[src/rtl/mdcf_pkg.sv]
// ----------------------------------------------------------------------------
// Modbus drive command framer package
// Shared types, constants and the CRC-16/MODBUS byte update.
// ----------------------------------------------------------------------------
package mdcf_pkg;

    localparam int FRAME_LEN = 8;
    localparam int BODY_LEN  = 6;

    // Function codes on the wire
    localparam logic [7:0]  FC_READ      = 8'h03;
    localparam logic [7:0]  FC_WRITE     = 8'h06;

    localparam logic [15:0] CRC_INIT     = 16'hFFFF;
    localparam logic [15:0] CRC_POLY     = 16'hA001;
    localparam logic [7:0]  PERCENT_MAX  = 8'd100;
    localparam logic [15:0] SPEED_SCALE  = 16'd100;
    localparam logic [15:0] READ_COUNT   = 16'h0001;

    // Command codes
    localparam logic [1:0] FUNC_STATUS = 2'd0;
    localparam logic [1:0] FUNC_START  = 2'd1;
    localparam logic [1:0] FUNC_SPEED  = 2'd2;
    localparam logic [1:0] FUNC_STOP   = 2'd3;

    // Configuration register indexes
    localparam logic [2:0] CFG_DEVICE_ADDRESS   = 3'd0;
    localparam logic [2:0] CFG_CONTROL_REGISTER = 3'd1;
    localparam logic [2:0] CFG_SPEED_REGISTER   = 3'd2;
    localparam logic [2:0] CFG_STATUS_REGISTER  = 3'd3;
    localparam logic [2:0] CFG_RUN_CODE         = 3'd4;
    localparam logic [2:0] CFG_HALT_CODE        = 3'd5;

    // Reset values of the configuration registers
    localparam logic [7:0]  RST_DEVICE_ADDRESS   = 8'd1;
    localparam logic [15:0] RST_CONTROL_REGISTER = 16'd7680;
    localparam logic [15:0] RST_SPEED_REGISTER   = 16'd7681;
    localparam logic [15:0] RST_STATUS_REGISTER  = 16'd7682;
    localparam logic [15:0] RST_RUN_CODE         = 16'd5;
    localparam logic [15:0] RST_HALT_CODE        = 16'd6;

    typedef struct packed {
        logic [1:0] func;
        logic [7:0] percent;
    } cmd_t;

    typedef struct packed {
        logic [7:0] frame_byte;
        logic [2:0] byte_position;
        logic       last_byte;
    } res_t;

    typedef struct packed {
        logic [7:0]  device_address;
        logic [15:0] control_register;
        logic [15:0] speed_register;
        logic [15:0] status_register;
        logic [15:0] run_code;
        logic [15:0] halt_code;
    } cfg_t;

    // Frame body handed from the builder to the serialiser; entry 0 goes first.
    typedef struct packed {
        logic                           valid;
        logic [BODY_LEN-1:0][7:0]       body;
    } frame_t;

    function automatic logic [15:0] crc16_update(logic [15:0] crc, logic [7:0] data);
        logic [15:0] c;
        c = crc ^ {8'h00, data};
        for (int b = 0; b < 8; b++) begin
            if (c[0])
                c = (c >> 1) ^ CRC_POLY;
            else
                c = c >> 1;
        end
        return c;
    endfunction

endpackage

[src/rtl/mdcf_cfg_regs.sv]
// ----------------------------------------------------------------------------
// Configuration register file
// Holds the six framer registers and takes writes from the config channel.
// ----------------------------------------------------------------------------
module mdcf_cfg_regs (
    input  logic               clk,
    input  logic               rst_n,
    input  logic               cfg_valid,
    output logic               cfg_ready,
    input  logic [2:0]         cfg_index,
    input  logic [15:0]        cfg_data,
    output mdcf_pkg::cfg_t     cfg
);
    import mdcf_pkg::*;

    cfg_t cfg_reg;
    cfg_t cfg_next;

    // Writes are always taken at once.
    assign cfg_ready = 1'b1;

    always_comb
    begin
        cfg_next = cfg_reg;
        if (cfg_valid)
        begin
            unique case (cfg_index)
                CFG_DEVICE_ADDRESS:   cfg_next.device_address   = cfg_data[7:0];
                CFG_CONTROL_REGISTER: cfg_next.control_register = cfg_data;
                CFG_SPEED_REGISTER:   cfg_next.speed_register   = cfg_data;
                CFG_STATUS_REGISTER:  cfg_next.status_register  = cfg_data;
                CFG_RUN_CODE:         cfg_next.run_code         = cfg_data;
                CFG_HALT_CODE:        cfg_next.halt_code        = cfg_data;
                default:              cfg_next                  = cfg_reg;
            endcase
        end
    end

    always_ff @(posedge clk or negedge rst_n)
    begin
        if (!rst_n)
        begin
            cfg_reg.device_address   <= RST_DEVICE_ADDRESS;
            cfg_reg.control_register <= RST_CONTROL_REGISTER;
            cfg_reg.speed_register   <= RST_SPEED_REGISTER;
            cfg_reg.status_register  <= RST_STATUS_REGISTER;
            cfg_reg.run_code         <= RST_RUN_CODE;
            cfg_reg.halt_code        <= RST_HALT_CODE;
        end
        else
        begin
            cfg_reg <= cfg_next;
        end
    end

    assign cfg = cfg_reg;

endmodule

[src/rtl/mdcf_builder.sv]
// ----------------------------------------------------------------------------
// Frame builder
// Registers an accepted command and forms the six-byte frame body from it.
// ----------------------------------------------------------------------------
module mdcf_builder (
    input  logic               clk,
    input  logic               rst_n,
    input  logic               start,
    output logic               busy,
    input  mdcf_pkg::cmd_t     cmd,
    input  mdcf_pkg::cfg_t     cfg,
    input  logic               ser_ready,
    output mdcf_pkg::frame_t   frame
);
    import mdcf_pkg::*;

    logic        in_valid_reg;
    logic        in_valid_next;
    cmd_t        cmd_reg;
    logic        accept;
    logic [7:0]  pct_clamped;
    logic [7:0]  fc;
    logic [15:0] reg_addr;
    logic [15:0] value;

    // A held command leaves for the serialiser in the same cycle a new one arrives.
    assign busy   = in_valid_reg && !ser_ready;
    assign accept = start && !busy;

    always_comb
    begin
        if (accept)
            in_valid_next = 1'b1;
        else if (ser_ready)
            in_valid_next = 1'b0;
        else
            in_valid_next = in_valid_reg;
    end

    always_ff @(posedge clk or negedge rst_n)
    begin
        if (!rst_n)
            in_valid_reg <= 1'b0;
        else
            in_valid_reg <= in_valid_next;
    end

    always_ff @(posedge clk or negedge rst_n)
    begin
        if (!rst_n)
            cmd_reg <= '0;
        else if (accept)
            cmd_reg <= cmd;
    end

    assign pct_clamped = (cmd_reg.percent > PERCENT_MAX) ? PERCENT_MAX : cmd_reg.percent;

    always_comb
    begin
        unique case (cmd_reg.func)
            FUNC_STATUS:
            begin
                fc       = FC_READ;
                reg_addr = cfg.status_register;
                value    = READ_COUNT;
            end
            FUNC_START:
            begin
                fc       = FC_WRITE;
                reg_addr = cfg.control_register;
                value    = cfg.run_code;
            end
            FUNC_SPEED:
            begin
                fc       = FC_WRITE;
                reg_addr = cfg.speed_register;
                value    = 16'({8'h00, pct_clamped} * SPEED_SCALE);
            end
            FUNC_STOP:
            begin
                fc       = FC_WRITE;
                reg_addr = cfg.control_register;
                value    = cfg.halt_code;
            end
        endcase
    end

    always_comb
    begin
        frame.valid   = in_valid_reg;
        frame.body[0] = cfg.device_address;
        frame.body[1] = fc;
        frame.body[2] = reg_addr[15:8];
        frame.body[3] = reg_addr[7:0];
        frame.body[4] = value[15:8];
        frame.body[5] = value[7:0];
    end

endmodule

[src/rtl/mdcf_serializer.sv]
// ----------------------------------------------------------------------------
// Frame serialiser
// Sends the frame body a byte per cycle while folding each byte into the
// CRC, then sends the CRC low byte and high byte.
// ----------------------------------------------------------------------------
module mdcf_serializer (
    input  logic               clk,
    input  logic               rst_n,
    input  mdcf_pkg::frame_t   frame,
    output logic               ser_ready,
    output logic               strobe,
    output mdcf_pkg::res_t     result
);
    import mdcf_pkg::*;

    localparam logic [2:0] POS_CRC_LO = 3'(BODY_LEN);
    localparam logic [2:0] POS_LAST   = 3'(FRAME_LEN - 1);

    logic                     active_reg;
    logic                     active_next;
    logic [2:0]               pos_reg;
    logic [2:0]               pos_next;
    logic [BODY_LEN-1:0][7:0] body_reg;
    logic [BODY_LEN-1:0][7:0] body_next;
    logic [15:0]              crc_reg;
    logic [15:0]              crc_next;
    logic                     strobe_reg;
    logic                     strobe_next;
    res_t                     result_reg;
    res_t                     result_next;
    logic                     load;
    logic [7:0]               out_byte;

    // Free now, or sending the last byte of the current frame this cycle.
    assign ser_ready = !active_reg || (pos_reg == POS_LAST);
    assign load      = frame.valid && ser_ready;

    always_comb
    begin
        priority if (pos_reg == POS_CRC_LO)
            out_byte = crc_reg[7:0];
        else if (pos_reg == POS_LAST)
            out_byte = crc_reg[15:8];
        else
            out_byte = body_reg[0];
    end

    always_comb
    begin
        active_next = active_reg;
        pos_next    = pos_reg;
        body_next   = body_reg;
        crc_next    = crc_reg;
        priority if (load) begin
            active_next = 1'b1;
            pos_next    = 3'd0;
            body_next   = frame.body;
            crc_next    = CRC_INIT;
        end else if (active_reg) begin
            active_next = (pos_reg != POS_LAST);
            pos_next    = pos_reg + 3'd1;
            body_next   = {8'h00, body_reg[BODY_LEN-1:1]};
            if (pos_reg < POS_CRC_LO)
                crc_next = crc16_update(crc_reg, body_reg[0]);
        end
    end

    always_comb
    begin
        strobe_next               = active_reg;
        result_next.frame_byte    = out_byte;
        result_next.byte_position = pos_reg;
        result_next.last_byte     = (pos_reg == POS_LAST);
    end

    always_ff @(posedge clk or negedge rst_n)
    begin
        if (!rst_n) begin
            active_reg <= 1'b0;
            pos_reg    <= 3'd0;
            strobe_reg <= 1'b0;
        end else begin
            active_reg <= active_next;
            pos_reg    <= pos_next;
            strobe_reg <= strobe_next;
        end
    end

    always_ff @(posedge clk)
    begin
        body_reg   <= body_next;
        crc_reg    <= crc_next;
        result_reg <= result_next;
    end

    assign strobe = strobe_reg;
    assign result = result_reg;

endmodule

[src/rtl/modbus_drive_command_framer_top.sv]
// ----------------------------------------------------------------------------
// Modbus drive command framer
// Turns drive commands into eight-byte Modbus RTU frames with CRC-16/MODBUS.
// ----------------------------------------------------------------------------
// A command word (read status, start, set speed, stop, plus a speed percent)
// is taken on a rising edge where start is high and busy is low. Each command
// yields eight result words, one per cycle, on result with strobe high:
// address, function code, register address and value high byte first, then
// the CRC low and high bytes; last_byte marks the CRC high byte.
// With no frame going out, a taken command is registered in the builder, loaded
// into the serialiser and its first byte registered onto result; a command taken
// while a frame is going out waits for that frame. The eight bytes follow without
// gaps. Frames can follow back to back; the one-byte-per-cycle result port sets
// the rate at which commands are taken.
// The receiver cannot stall the result words; each is valid for one cycle.
// Configuration words arrive on cfg_valid/cfg_index/cfg_data and are always
// accepted; they should only be sent while no frame is in flight.
// Reset clears all pending work and restores the register defaults.
// ----------------------------------------------------------------------------
module modbus_drive_command_framer_top (
    input  logic               clk,
    input  logic               rst_n,
    input  logic               start,
    output logic               busy,
    input  mdcf_pkg::cmd_t     cmd,
    output logic               strobe,
    output mdcf_pkg::res_t     result,
    input  logic               cfg_valid,
    output logic               cfg_ready,
    input  logic [2:0]         cfg_index,
    input  logic [15:0]        cfg_data
);
    import mdcf_pkg::*;

    cfg_t   cfg;
    frame_t frame;
    logic   ser_ready;

    mdcf_cfg_regs u_cfg_regs (
        .clk       (clk),
        .rst_n     (rst_n),
        .cfg_valid (cfg_valid),
        .cfg_ready (cfg_ready),
        .cfg_index (cfg_index),
        .cfg_data  (cfg_data),
        .cfg       (cfg)
    );

    mdcf_builder u_builder (
        .clk       (clk),
        .rst_n     (rst_n),
        .start     (start),
        .busy      (busy),
        .cmd       (cmd),
        .cfg       (cfg),
        .ser_ready (ser_ready),
        .frame     (frame)
    );

    mdcf_serializer u_serializer (
        .clk       (clk),
        .rst_n     (rst_n),
        .frame     (frame),
        .ser_ready (ser_ready),
        .strobe    (strobe),
        .result    (result)
    );

endmodule

[config.mk]
export PLATFORM = sky130hd
export DESIGN_NAME = modbus_drive_command_framer_top
export DESIGN_NICKNAME = d
export VERILOG_FILES = /design/src/rtl/mdcf_pkg.sv /design/src/rtl/mdcf_cfg_regs.sv /design/src/rtl/mdcf_builder.sv /design/src/rtl/mdcf_serializer.sv /design/src/rtl/modbus_drive_command_framer_top.sv
export SDC_FILE = /design/constraint.sdc
export NUM_CORES = 1
export LEC_CHECK = 0
export BUFFER_PORTS_ARGS = -buffer_cell sky130_fd_sc_hd__buf_2
export CORE_UTILIZATION = 61
export CTS_CLUSTER_DIAMETER = 200
export DETAILED_ROUTE_END_ITERATION = 16
export PLACE_DENSITY_LB_ADDON = 0.25
export SLEW_MARGIN = 20
export SYNTH_ARGS = -nofsm -noshare
export SYNTH_HDL_FRONTEND = slang
export SYNTH_HIERARCHICAL = 1
export SYNTH_SLANG_ARGS = --single-unit
[constraint.sdc]
create_clock -name clk -period 4.5 [get_ports clk]
set_input_delay 0.675 -clock clk [delete_from_list [all_inputs] [get_ports clk]]
set_output_delay 0.675 -clock clk [all_outputs]
set_load 0.005 [all_outputs]
==> run metrics, run 1 <==
status complete, no violations; # port buffers 46; Max Clk Rate 267 MHz; die area 15,100 um^2; Worst-path clk slew 0.06 ns; register area share after synthesis 0.521; Final period util 0.832; cells on worst reg2reg path 18; post-route ant nets 0; fraction of registers with async set/reset 0.578; CTS tree yes; Synth Register Bits 180; Synth Area per Inst 11.5 um^2; drt drc 0; height of the die 123 um; required time worst endpoint 4.67 ns; vias in the first global route 5,880; area grow syn2layout 8.45%; Final nets 862; crit end category flip-flop; post-cts resize count 0; Rows 43; Final Hold Viols 0; setup TNS 0 ns; max-slew violation count 0; post-layout min period 3.75 ns; Num CTS Buffers 17; power per cell area 786 nW/um^2; DR pass1 iterations 5; top_reg_cell synth dfrtp_1; CP Max Fanout 5; Hold Crit Class in -> async; gr ovfl total 0; Syn Inst Count 772; Routability Congestion 0.853; wire per inst 18.4 um; WS Path Type reg -> reg; most common cell after layout, fill and taps aside nand2_1; Ys Warns 6; Worst VDD drop 0.462 mV; largest net degree at the start of global routing 72; Sink Count 180; gr usage total 0.266; crit path DAT 3.92 ns; Core Util, Final 0.686; Cell Area, Placed 9050 um^2; startpoint types flip-flop; final WL 18,200 um; Detailed Place HPWL 12,300 um; Layout Skew 0.0129 ns; clock root buffer clkbuf_16; leak pwr 4.44 nW; relative slew slack 0.282; initial antenna violation count 0; layout cells sized above 1 0.265; Worst Tran Pin Value 1.08 ns; most frequent cells in the layout nand2_1, dfrtp_1, mux2_2, edfxtp_1, buf_2; number of enable flip-flop cells after synthesis 48; CTS Hold Bufs 0; Die X 123 um; max FFs per register 88; via count 5,619; RSZ-0062 raised after global routing no; initial DRC count 485; Ant. Diodes 0; Final Setup Violations 0; clk buf depth 2; setup bufs post-CTS 0; Synth cell types 48; Initial Util 0.633; first-pass GRT wire length 29,900 um; H-tree depth 4; Core ar. 14,000 um^2; max-cap check violation count 0; io pins 48; vias per cell 5.68; Post-Layout Inst Area 9640 um^2; synthesized area 8890 um^2; Worst-Skew Late Latency 0.42 ns
[synth_stat cells (7+ instances only)]
master    count  area share
o211ai_1      7      0.0059
xnor2_1      19       0.019
dfxtp_1      28       0.063
buf_2        10      0.0056
nand2_1     183       0.077
edfxtp_1     48        0.16
dfrtp_1      85        0.24
mux2_4       25       0.042
a21oi_1      12      0.0068
clkbuf_1     18      0.0076
inv_1        20      0.0084
and2_1        8      0.0056
buf_4        17       0.014
xor2_1        8      0.0079
nor2_1       15      0.0063
ha_1         30       0.042
mux2_2       73       0.092
mux2i_1      32       0.036
and3_1        9      0.0063
dfstp_2      19       0.056
o21ai_0      34       0.019
nand2b_1      9      0.0063
[per-stage QoR]
step                      setup WS [ns]  cells  hold slack, ns  power (mW)
final                             0.755    989           0.381        7.57
after global routing              0.480    989           0.453        8.13
after CTS                         0.761    989           0.408        7.59
after detailed placement          0.766    957           0.447        6.08
after global placement            0.843    957           0.423        5.91
after floorplan                    1.03    779           0.379        5.30
[cell families after synthesis]
family / synth area share
and+or+nand+nor: 0.122
adders and majority gates: 0.0490
xor gates and xnor gates: 0.0293
AOI/OAI and AO/OA: 0.0557
buffers and inverters: 0.0508
other: 0.00127
muxes: 0.171
DFF: 0.521
[worst max-delay path, cell delays in order (launching register included)]
cell and delay, ns:
dfrtp_1 0.43, o21ai_1 0.15, nand2_1 0.09, a31oi_4 0.22, nand2b_1 0.13, ha_1 0.29, ha_1 0.27, inv_1 0.05
fa_1 0.50, inv_1 0.04, ha_1 0.34, o21ai_0 0.25, nor2_1 0.08, o21a_1 0.17, nor2_1 0.11, xor2_1 0.15
o21ai_0 0.09, nand2_1 0.08, nand2_1 0.06
[final timing paths]
kind | slack (ns) | startpoint | end
worst max-delay path | 0.75 | u_builder/cmd_reg[0] | u_serializer/body_reg[35]
worst min-delay path | 0.38 | rst_n | u_cfg_regs/cfg[77]
worst max register to register | 0.75 | u_builder/cmd_reg[0] | u_serializer/body_reg[35]
worst min register to register | 0.46 | u_serializer/pos_reg[0] | u_serializer/result[1]
max in group asynchronous | 3.09 | rst_n | u_cfg_regs/cfg[48]
min in group clk | 0.46 | u_serializer/pos_reg[0] | u_serializer/result[1]
[power breakdown]
group	switching, mW	internal, mW
logic	1.93	1.58
registers	0.312	2.30
clock network	0.592	0.863
[layer usage]
layer | part of all wire | GRT usage
met1 | 0.43 | 0.334
met2 | 0.50 | 0.442
met3 | 0.044 | 0.0548
met4 | 0.026 | 0.117
met5 | 0 | 0
[area by class of cell]
class                      instances  area (um^2)
clock buffer                      25          522
clock inverter                     7         68.8
fill                             997         4400
inverter                          20         75.1
multi-input combinational        524         3830
sequential                       180         4630
tap                              180          225
timing repair buffer              53          285
Power figures use the tool's default switching activity.
==> run 2: changes to the inputs <==
==> constraint.sdc (replaced) <==
create_clock -name clk -period 3.65 [get_ports clk]
set_input_delay 0.5475 -clock clk [delete_from_list [all_inputs] [get_ports clk]]
set_output_delay 0.5475 -clock clk [all_outputs]
set_load 0.005 [all_outputs]
==> run 2 against run 1 <==
Effect of this change:
- count of clock-buffer cells in the layout fell by 2
- critical path depth stayed put
- via count increased by 0.98%
- cell count up 0.81%
- routed wire length decreased by 1.3%
- combinational power up 33%
==> run metrics, run 2 (synthesis gave the netlist of run 1 again) <==
first-pass GRT wire length 29,400 um; CP Max Fanout 3; WS Path Type reg -> reg; via count 5,674; most frequent cells in the layout nand2_1, dfrtp_1, mux2_2, edfxtp_1, buf_2; io pins 48; CTS Hold Bufs 0; Initial Util 0.633; die area 15,100 um^2; crit path DAT 3.69 ns; Num CTS Buffers 17; Final period util 0.960; setup ws final 0.148 ns; vias per cell 5.69; power per cell area 996 nW/um^2; Rows 43; vias in the first global route 5,861; startpoint types flip-flop; Detailed Place HPWL 11,900 um; area grow syn2layout 9.67%; Final Setup Violations 0; final WL 17,900 um; RSZ-0062 raised after global routing yes; post-route ant nets 0; max FFs per register 88; Max Clk Rate 286 MHz; layout cells sized above 1 0.282; gr ovfl total 0; Routability Congestion 0.852; DP Worst Slack 0.0109 ns; drt drc 0; Worst Tran Pin Value 1.10 ns; Final Hold Viols 0; Worst VDD drop 0.598 mV; Core Util, Final 0.694; Hold Crit Class in -> async; largest net degree at the start of global routing 59; height of the die 123 um; Layout Skew 0.00994 ns; initial DRC count 478; Final nets 870; Worst-Skew Late Latency 0.43 ns; wire per inst 18.0 um; Sink Count 180; required time worst endpoint 3.83 ns; max-slew violation count 0; Ant. Diodes 0; Die X 123 um; setup TNS 0 ns; H-tree depth 4; Core ar. 14,000 um^2; DR pass1 iterations 6; most common cell after layout, fill and taps aside nand2_1; gr usage total 0.261; CTS tree yes; Fill cells 974; relative slew slack 0.268; crit end category flip-flop; post-layout min period 3.50 ns; # port buffers 46; clock root buffer clkbuf_16; leak pwr 4.49 nW; Worst-path clk slew 0.07 ns; max-cap check violation count 0; initial antenna violation count 1; clk buf depth 2; status complete, no violations
## run 2: cell count changes in the layout (fill, tap and decap cells not counted), sizes merged
cell | previous run | this run
buf | 53 | 61
clkbuf | 25 | 23
clkinv | 4 | 6
clkinvlp | 2 | 0
bufinv | 1 | 2
inv | 20 | 21
## run 2: layout make-up
class	count	area, um^2	area share
inverters	20	75.1	0.00770
repair buffers	61	345	0.0354
clock buffers	23	489	0.0502
multi-input cells	524	3890	0.399
clock inverters	9	98.8	0.0101
flip-flops and latches	180	4630	0.475
well taps	180	225	0.0231
## run 2: worst paths after layout
check	startpoint	to	slack (ns)	depth (start not counted)
hold reg to reg	u_serializer/pos_reg[2]	u_serializer/result[3]	0.46	0
setup / recovery	u_builder/cmd_reg[0]	u_serializer/body_reg[36]	0.15	18
hold / removal	rst_n	u_cfg_regs/cfg[11]	0.13	1
setup reg to reg	u_builder/cmd_reg[0]	u_serializer/body_reg[36]	0.15	18
min in group clk	start	u_builder/in_valid_reg	0.34	2
max in group asynchronous	rst_n	u_cfg_regs/cfg[18]	2.65	2
## run 2: report_power, final
group	switching, mW	internal [mW]
sequential	0.377	2.83
clock	0.736	1.08
combinational	2.52	2.17
## run 2: stage by stage
stage                     instance area (um^2)  hold slack [ns]  power (mW)  instances
after floorplan                           8910            0.252        6.53        779
after global placement                    9100            0.425        7.33        964
after detailed placement                  9100            0.438        7.47        964
after CTS                                 9690            0.143        9.37        996
after global routing                      9750            0.169        10.4        997
final                                     9750            0.132        9.70        997
## run 2: repair_timing
| action | CTS | global route |
|---|---|---|
| pin swaps | 0 | 3 |
| buffers inserted | 0 | 1 |
| endpoints found under the setup margin | 1 | 6 |
| gates resized for setup | 1 | 12 |
## run 2: worst max-delay path: stages (launching register included)
cell and delay [ns]:
dfrtp_1 0.40, o21ai_2 0.13, nand2_1 0.09, a31oi_4 0.19
buf_4 0.14, and2_4 0.16, ha_1 0.23, ha_1 0.32
ha_1 0.32, inv_1 0.07, fa_2 0.39, inv_1 0.07
a21o_1 0.15, a21oi_4 0.08, o21ai_2 0.13, mux2i_1 0.19
nand2_1 0.06, nand2_1 0.06, nand2_1 0.06
## run 2: metal layers
| metal | wire length, um | track usage |
|---|---|---|
| met5 | 0 | 0 |
| met3 | 837 | 0.0493 |
| met4 | 408 | 0.108 |
| met1 | 7730 | 0.343 |
| met2 | 8950 | 0.427 |
==> run 3: changes to the inputs <==
--- a/config.mk
+++ b/config.mk
@@ -10,6 +10,7 @@
 export CTS_CLUSTER_DIAMETER = 200
 export DETAILED_ROUTE_END_ITERATION = 16
 export PLACE_DENSITY_LB_ADDON = 0.25
+export SETUP_SLACK_MARGIN = 0.5
 export SLEW_MARGIN = 20
 export SYNTH_ARGS = -nofsm -noshare
 export SYNTH_HDL_FRONTEND = slang
==> run 3 against run 2 <==
Effect of this change:
- sequential power about the same
- setup slack gained 0.087 ns
- cell count rose by 0.40%
- count of clock-buffer cells in the layout fell by 3
- sequential share of layout area is 1.0 points lower
- flip-flop and latch count unchanged
- combinational power up 14%
- utilization up 1.6 points
- design area increased by 2.2%
- clock power about the same
- critical path type unchanged
- largest cell class unchanged
- largest power group unchanged
- highest routed layer unchanged
==> run metrics, run 3 (synthesis gave the netlist of run 1 again) <==
most frequent cells in the layout nand2_1, dfrtp_1, mux2_2, edfxtp_1, buf_2; Die X 123 um; crit path DAT 3.60 ns; initial antenna violation count 0; Initial Util 0.633; height of the die 123 um; crit end category flip-flop; RSZ-0062 raised after global routing yes; Detailed Place HPWL 12,200 um; H-tree depth 4; vias in the first global route 5,719; required time worst endpoint 3.83 ns; largest net degree at the start of global routing 89; max-cap check violation count 0; via count 5,698; status complete, no violations; clk buf depth 2; Max Clk Rate 293 MHz; Core ar. 14,000 um^2; Sink Count 180; Worst VDD drop 0.591 mV; Routability Congestion 0.842; leak pwr 4.54 nW; final WL 18,600 um; most common cell after layout, fill and taps aside nand2_1; DP Worst Slack 0.185 ns; power per cell area 1050 nW/um^2; Hold Crit Class in -> async; reg2reg end u_serializer/body_reg[37]; setup ws final 0.235 ns; io pins 48; CP Max Fanout 4; Ant. Diodes 0; setup TNS 0 ns; layout cells sized above 1 0.313; clock root buffer clkbuf_16; initial DRC count 460; Final Hold Viols 0; DR pass1 iterations 6; post-route ant nets 0; Worst-path clk slew 0.07 ns; first-pass GRT wire length 30,100 um; Layout Skew 0.00855 ns; Final nets 874; # placed instances 957; drt drc 0; R2R setup slack 0.23 ns; Rows 43; relative slew slack 0.247; die area 15,100 um^2; area grow syn2layout 12.1%; post-layout min period 3.42 ns; wire per inst 18.6 um; Worst-Skew Late Latency 0.43 ns; vias per cell 5.69; max-slew violation count 0; Final Setup Violations 0; Fill cells 981; gr usage total 0.271; Tot Pwr 10.4 mW; Critical R2R Launch u_builder/cmd_reg[5]; gr ovfl total 0; # port buffers 46; Num CTS Buffers 17; cells on worst reg2reg path 16; final non-filler cell total 1,001; CTS tree yes; Worst Tran Pin Value 1.13 ns; max FFs per register 88; startpoint types flip-flop; WS Path Type reg -> reg; Final period util 0.936
-- run 3: per-stage QoR --
step | util | hold WS, ns | instance area, um^2
global placement | 0.646 | 0.424 | 9070
detailed placement | 0.646 | 0.435 | 9070
finish | 0.710 | 0.186 | 9970
CTS | 0.702 | 0.320 | 9860
global route | 0.710 | 0.252 | 9970
floorplan | - | 0.252 | 8940
-- run 3: area by class of cell --
cell class | instances | area (um^2) | area share
multi-input cells | 524 | 4040 | 0.406
clock buffers | 20 | 478 | 0.0480
flip-flops and latches | 180 | 4630 | 0.464
inverters | 20 | 75.1 | 0.00753
repair buffers | 65 | 390 | 0.0392
well taps | 180 | 225 | 0.0226
clock inverters | 12 | 125 | 0.0126
-- run 3: timing repair --
action | CTS | global route
hold buffers | 0 | 0
endpoints found under the setup margin | 8 | 9
gates cloned | 0 | 0
gates resized for setup | 21 | 13
setup buffers | 8 | 4
pin swaps | 13 | 13
-- run 3: worst max-delay path by stage --
stage / endpoint / cells after the start / slack (ns) / startpoint
after CTS: u_serializer/body_reg[37] / 18 / 0.27 / u_builder/cmd_reg[0]
after detailed placement: u_serializer/body_reg[37] / 18 / 0.18 / u_builder/cmd_reg[0]
after global routing: u_serializer/body_reg[37] / 18 / 0.04 / u_builder/cmd_reg[0]
after floorplan: u_serializer/body_reg[35] / 18 / 0.45 / u_builder/cmd_reg[0]
final: u_serializer/body_reg[37] / 16 / 0.23 / u_builder/cmd_reg[5]
after global placement: u_serializer/body_reg[35] / 18 / 0.29 / u_builder/cmd_reg[0]
-- run 3: worst max-delay path, cell delays in order, from the launching register on --
cell     delay (ns)
dfrtp_1        0.44
a21oi_2        0.21
and2_1         0.22
ha_1           0.25
ha_1           0.28
inv_1          0.05
fa_1           0.53
inv_2          0.05
ha_4           0.17
a21o_1         0.18
a21oi_2        0.16
o31ai_2        0.09
a21oi_1        0.16
xor2_1         0.17
o21ai_1        0.08
nand2_1        0.07
nand2_1        0.06
-- run 3: where the power goes --
part / leakage [nW] / internal, mW / switching, mW
clock network: 0.305 / 1.08 / 0.755
registers: 2.02 / 2.83 / 0.412
logic: 2.21 / 2.56 / 2.79
-- run 3: metal layers --
layer / up-vias / global-route usage / share of wire
li1: 2676 / - / -
met4: 0 / 0.0953 / 0.018
met3: 27 / 0.0539 / 0.050
met2: 144 / 0.437 / 0.49
met1: 2851 / 0.364 / 0.44
met5: - / 0 / 0
